### config.mk
export PLATFORM = sky130hd
export DESIGN_NAME = spdg_chain
export DESIGN_NICKNAME = d
export VERILOG_FILES = /design/src/hdl/spdg_pkg.sv /design/src/hdl/spdg_cell.sv /design/src/hdl/spdg_chain.sv
export SDC_FILE = /design/constraint.sdc
export NUM_CORES = 1
export LEC_CHECK = 0
export BUFFER_PORTS_ARGS = -buffer_cell sky130_fd_sc_hd__buf_4
export CORE_AREA = 2 2 171 173
export DETAILED_ROUTE_END_ITERATION = 10
export DIE_AREA = 0 0 173 175
export PLACE_DENSITY_LB_ADDON = 0.1
export SLEW_MARGIN = 20
export SYNTH_ARGS = -nofsm -noshare
export SYNTH_HDL_FRONTEND = slang
export SYNTH_SLANG_ARGS = --single-unit
### constraint.sdc
create_clock -name clock -period 19.9 [get_ports clock]
set_input_delay 0.995 -clock clock [delete_from_list [all_inputs] [get_ports clock]]
set_output_delay 0.995 -clock clock [all_outputs]
set_load 0.03 [all_outputs]
### src/hdl/spdg_pkg.sv
// Package: shared constants and types for the dense-graph shortest path block.
package spdg_pkg;
   localparam int MaxNodes = 16;
   localparam int NodeW = $clog2(MaxNodes);
   localparam int CntW = NodeW + 1;
   localparam int WeightW = 14;
   localparam int DistW = 18;
   localparam logic [DistW-1:0] InfDist = DistW'(9999);
   localparam logic [DistW-1:0] DistMax = {DistW{1'b1}};
   localparam logic CmdWrite = 1'b0;
   localparam logic CmdRun = 1'b1;

   typedef enum logic [2:0] {
      ST_IDLE, ST_INIT, ST_SCAN, ST_RELAX, ST_EMIT
   } state_type;

   // control broadcast from the sequencer into the cell chain
   typedef struct packed {
      logic              init;     // load distance from start row
      logic              relax;    // relax against selected node
      logic              shift;    // rotate chain by one cell
      logic [NodeW-1:0]  start;
      logic [NodeW-1:0]  sel;
      logic [DistW-1:0]  best;
   } cell_ctrl_type;
endpackage

### src/hdl/spdg_cell.sv
// Cell: holds one node's distance, predecessor and visited flag, rotates through the chain.
module spdg_cell (
   input  logic                        clock,
   input  logic                        reset,
   input  spdg_pkg::cell_ctrl_type     ctrl,
   input  logic [spdg_pkg::WeightW-1:0] weight,
   input  logic [spdg_pkg::NodeW-1:0]  prev_id,
   input  logic [spdg_pkg::DistW-1:0]  prev_dist,
   input  logic [spdg_pkg::NodeW-1:0]  prev_pred,
   input  logic                        prev_vis,
   output logic [spdg_pkg::NodeW-1:0]  id,
   output logic [spdg_pkg::DistW-1:0]  node_dist,
   output logic [spdg_pkg::NodeW-1:0]  pred,
   output logic                        vis
);
   import spdg_pkg::*;
   logic [NodeW-1:0] id_ff, pred_ff;
   logic [DistW-1:0] dist_ff;
   logic             vis_ff;
   logic [DistW:0]   sum;
   logic [DistW-1:0] cand;

   assign sum  = {1'b0, ctrl.best} + (DistW+1)'(weight);
   assign cand = sum[DistW] ? DistMax : sum[DistW-1:0];

   always_ff @(posedge clock) begin
      if (reset) begin
         vis_ff <= 1'b0;
      end else if (ctrl.shift) begin
         id_ff <= prev_id;
         if (ctrl.init) begin
            dist_ff <= (prev_id == ctrl.start) ? '0 :
                       (weight == '0) ? InfDist : DistW'(weight);
            pred_ff <= ctrl.start;
            vis_ff  <= (prev_id == ctrl.start);
         end else if (ctrl.relax) begin
            vis_ff <= prev_vis | (prev_id == ctrl.sel);
            if (!prev_vis && prev_id != ctrl.sel && weight != '0 && cand < prev_dist) begin
               dist_ff <= cand;
               pred_ff <= ctrl.sel;
            end else begin
               dist_ff <= prev_dist;
               pred_ff <= prev_pred;
            end
         end else begin
            dist_ff <= prev_dist;
            pred_ff <= prev_pred;
            vis_ff  <= prev_vis;
         end
      end
   end
   assign id = id_ff; assign node_dist = dist_ff; assign pred = pred_ff; assign vis = vis_ff;
endmodule

### src/hdl/spdg_chain.sv
// Chain: ring of node cells; the head cell sees the weight row entry and the selection logic.
module spdg_chain (
   input  logic                         clock,
   input  logic                         reset,
   input  spdg_pkg::cell_ctrl_type      ctrl,
   input  logic [spdg_pkg::WeightW-1:0] weight,
   input  logic                         seed,
   input  logic [spdg_pkg::NodeW-1:0]   seed_id,
   output logic [spdg_pkg::NodeW-1:0]   tail_id,
   output logic [spdg_pkg::DistW-1:0]   tail_dist,
   output logic [spdg_pkg::NodeW-1:0]   tail_pred,
   output logic                         tail_vis
);
   import spdg_pkg::*;
   logic [NodeW-1:0] id_w [MaxNodes];
   logic [DistW-1:0] dist_w [MaxNodes];
   logic [NodeW-1:0] pred_w [MaxNodes];
   logic             vis_w [MaxNodes];
   logic [NodeW-1:0] head_id;

   // only the head cell updates; others just rotate
   assign head_id = seed ? seed_id : id_w[MaxNodes-1];

   for (genvar g = 0; g < MaxNodes; g++) begin : g_cell
      cell_ctrl_type c;
      always_comb begin
         c = ctrl;
         if (g != 0) begin
            c.init = 1'b0;
            c.relax = 1'b0;
         end
      end
      spdg_cell u_cell (
         .clock, .reset, .ctrl(c), .weight,
         .prev_id  ((g == 0) ? head_id : id_w[(g+MaxNodes-1)%MaxNodes]),
         .prev_dist(dist_w[(g+MaxNodes-1)%MaxNodes]),
         .prev_pred(pred_w[(g+MaxNodes-1)%MaxNodes]),
         .prev_vis (vis_w[(g+MaxNodes-1)%MaxNodes]),
         .id(id_w[g]), .node_dist(dist_w[g]), .pred(pred_w[g]), .vis(vis_w[g])
      );
   end
   assign tail_id = id_w[MaxNodes-1];
   assign tail_dist = dist_w[MaxNodes-1];
   assign tail_pred = pred_w[MaxNodes-1];
   assign tail_vis = vis_w[MaxNodes-1];
endmodule

==> impl_metrics.py <==
metrics = {
    "critical_path": {
        "r2r_slack_ns": 16.53,
        "critical_path.cell_chain": "buf_4 -> ha_1 -> fa_1 -> a21o_1 -> a311o_1 -> nand4_1 -> and2_1 -> nand2_1 -> mux2_2 -> ha_1 -> nand4_1 -> nor2_1 -> o2111ai_1 -> a31oi_1 -> or3_1 -> mux2_1 -> mux2_2",
        "worstPathArrival_ns": 5.94,
        "cp-end-kind": "flop",
        "timing.rr.end": "g_cell[0].u_cell.pred[1]$_DFFE_PP_",
        "worstPathRequired_ns": 20.17,
        "crit_fanout": 19,
        "start_kind": "input port",
        "critical_path_class": "input port to flop",
        "r2r.worst_path.cells": 7,
        "cp_slowest_stage_delay_ns": 0.65,
        "critPathSlowestCell": "or3_1",
        "regToRegStartpoint": "g_cell[15].u_cell.id[1]$_DFFE_PP_",
    },
    "grt": {
        "grt_pass1_vias": 6739,
        "grt_first_pass_wirelength_mm": 37.6,
        "overflow": 0,
        "grt_max_degree": 100,
        "antenna_found_initial": 0,
        "grt_util_all_layers_pct": 16.3,
    },
    "worst_hold_path": {
        "hold_path_end": "g_cell[15].u_cell.node_dist[0]$_DFFE_PP_",
        "min_path_type": "flop to flop",
        "min_from": "g_cell[14].u_cell.node_dist[0]$_DFFE_PP_",
        "hold_depth": 0,
    },
    "power_and_ir_drop": {
        "finalPower_mw": 1.89,
        "ir_worst_vdd_mv": 0.0655,
        "power.static_leakage_nw": 6.09,
        "powerDensity_nw_per_um2": 109,
    },
    "sta": {
        "rsz0062_at_grt": "no",
        "drv_slew": 0,
        "fin_crit_sh_pct": 28.5,
        "period_minus_slack_ns": 5.67,
        "tns_ns": 0,
        "setup_slack_ns": 14.23,
        "slew-limit-headroom_pct": 34.8,
        "finalHoldViolCount": 0,
        "fin_skew_ns": 0.0222,
        "timing.fmax_mhz": 176,
        "setup_viol": 0,
        "holdWs_ns": 0.412,
        "tightest_slew_ns": 0.978,
    },
    "logic_synthesis": {
        "synth-seq-area-share_pct": 84.8,
        "ys_types": 53,
        "synth_warnings": 0,
        "syn_nets": 854,
        "postSynthAreaPerCell_sq_um": 19.6,
        "async_flop_share_pct": 0,
        "synthSimpleGateAreaFrac_pct": 3.55,
        "synthXorXnorAreaFrac_pct": 1.16,
        "synth_edf_count": 416,
        "syn_area_sq_um": 15100,
        "synth_fa_ha_area_share_pct": 2.70,
        "synth_compound_area_share_pct": 3.71,
        "synth_ff_type": "edfxtp_1",
        "synth_mux_area_share_pct": 2.07,
        "synth.ff_latch_count": 432,
        "postSynthCellCount": 772,
        "synth_top_family_by_area": "compound AO/OA/AOI/OAI gates",
    },
    "finish": {
        "antennaDiodeCount": 0,
        "area_growth_syn_to_layout_pct": 14.8,
        "regArea_sq_um": 12800,
        "final_cells": 1283,
        "num-nets-final": 948,
        "fin_area_sq_um": 17300,
        "final_core_util_pct": 61.1,
        "drive_above_1_share_pct": 17.2,
        "fillCellCount": 2062,
        "multiInputGateArea_sq_um": 2000,
    },
    "clocking": {
        "cts_setup_buffers": 0,
        "htree_levels": 2,
        "holdBufCountCts": 0,
        "cts_made_buffers": 43,
        "clockBufferDepth": 3,
        "clock_latency_ns": 0.53,
        "cts_root_buf": "clkbuf_16",
        "cts_resized": 0,
        "cts_sinks": 432,
        "tritoncts": "yes",
        "clk_pin_slew_worst_paths_ns": 0.06,
    },
    "floorplan": {
        "die_w_um": 173,
        "io_pins": 77,
        "die_area_sq_um": 30300,
        "die_h_um": 175,
        "core_area_sq_um": 28400,
        "start_util_pct": 53.2,
        "row_count": 62,
    },
    "placed_design": {
        "place_ws_ns": 13.68,
        "port_buffers": 76,
        "place_hpwl_mm": 15.5,
        "gp_congestion": 0.926,
        "placed_cells": 1204,
        "place_area_sq_um": 16000,
    },
    "routing": {
        "dr.pass1.iters": 4,
        "drt_wl_total_mm": 24.4,
        "post-route-drc-count": 0,
        "drt_iter0_markers": 477,
        "vias": 6728,
        "viasPerCell": 5.24,
        "detail-route-antenna-nets": 0,
        "wl_per_cell_um": 19.0,
    },
    "run_status": {
        "status": "finished, final reports clean",
    },
    "job": {
        "max-cap-violations": 0,
    },
}
cell usage in the layout (no fill, tap or decap), types with 5 or more instances in the layout:
master     netlist  final
xnor2_1         14     14
and3_1           5      5
nor2_1          48     47
o31ai_1         14     14
ha_1            31     31
dfxtp_1         16     16
buf_4           18     81
clkbuf_16        0     43
clkinv_2         0      8
a21oi_1         18     18
mux2i_1         20     20
xor2_1           6      6
mux2_2           6      6
o21ai_0         17     17
a21o_1           6      6
edfxtp_1       416    416
nand2_1         36     36
clkbuf_1        12     14
inv_1           24     24
cell usage after synthesis, types with 2 or more instances:
master | instances | area share [%]
a211oi_1 | 4 | 0.20
a21o_1 | 6 | 0.30
a21oi_1 | 18 | 0.60
a221o_1 | 2 | 0.13
a311oi_1 | 2 | 0.12
a31oi_1 | 3 | 0.12
and2_1 | 3 | 0.12
and3_1 | 5 | 0.21
and4_1 | 3 | 0.17
buf_4 | 18 | 0.89
buf_6 | 2 | 0.15
clkbuf_1 | 12 | 0.30
dfxtp_1 | 16 | 2.1
edfxtp_1 | 416 | 83
ha_1 | 31 | 2.6
inv_1 | 24 | 0.60
mux2_1 | 4 | 0.30
mux2_2 | 6 | 0.45
mux2i_1 | 20 | 1.3
nand2_1 | 36 | 0.89
nand2b_1 | 2 | 0.083
nand4_1 | 3 | 0.12
nor2_1 | 48 | 1.2
nor3_1 | 5 | 0.17
nor3b_1 | 2 | 0.099
nor4_1 | 3 | 0.12
o2111ai_1 | 2 | 0.12
o21a_1 | 2 | 0.099
o21ai_0 | 17 | 0.56
o21bai_1 | 2 | 0.099
o31ai_1 | 14 | 0.70
o41a_1 | 2 | 0.15
xnor2_1 | 14 | 0.81
xor2_1 | 6 | 0.35
state kept, by name, indices dropped and copies added, names as in the netlist:
| signal | count |
|---|---|
| g_cell.u_cell.pred | 64 |
| g_cell.u_cell.id | 64 |
| g_cell.u_cell.vis | 16 |
| g_cell.u_cell.node_dist | 288 |
layout make-up:
| class | instances | share of cell area (%) |
|---|---|---|
| sequential | 432 | 73.9 |
| clock inverter | 21 | 0.996 |
| timing repair buffer | 83 | 3.73 |
| multi-input combinational | 282 | 11.6 |
| inverter | 24 | 0.520 |
| tap | 384 | 2.77 |
| clock buffer | 57 | 6.51 |
per-layer routing:
metal | global-route usage [%] | up-vias | wire [um]
li1 | - | 3156 | -
met1 | 22.3 | 3375 | 10900
met2 | 25.7 | 136 | 11600
met3 | 3.37 | 61 | 985
met4 | 7.49 | 0 | 935
met5 | 0 | - | 0
worst max-delay path by stage:
stage,startpoint,slack [ns],end,cells past startpoint
after floorplan,ctrl[26],0.04,g_cell[0].u_cell.id[0]$_DFFE_PP_,3
after global placement,ctrl[0],13.73,g_cell[0].u_cell.node_dist[0]$_DFFE_PP_,17
after detailed placement,ctrl[0],13.68,g_cell[0].u_cell.pred[1]$_DFFE_PP_,17
after CTS,ctrl[0],14.22,g_cell[0].u_cell.pred[2]$_DFFE_PP_,17
after global routing,ctrl[0],14.02,g_cell[0].u_cell.pred[1]$_DFFE_PP_,17
final,ctrl[0],14.23,g_cell[0].u_cell.pred[1]$_DFFE_PP_,17
critical path: cells and delay by family:
| kind | cells | cell delay (ns) |
|---|---|---|
| AO/OA/AOI/OAI | 4 | 1.09 |
| adder cells (fa/ha/maj) | 3 | 0.94 |
| buffers and inverters | 1 | 0.11 |
| AND/OR/NAND/NOR | 6 | 1.85 |
| multiplexers | 3 | 0.95 |
where the power goes:
part / internal [mW] / switching (mW) / total, mW
Clock: 0.427 / 0.311 / 0.738
Sequential: 1.04 / 0.0107 / 1.05
Combinational: 0.0373 / 0.0667 / 0.104
cell families after synthesis:
family / Yosys count
AOI/OAI and AO/OA: 83
xor gates and xnor gates: 20
adders and majority gates: 32
buffers and inverters: 58
DFF: 432
muxes: 30
and+or+nand+nor: 117
No activity file was read; power rests on OpenSTA's default activity.
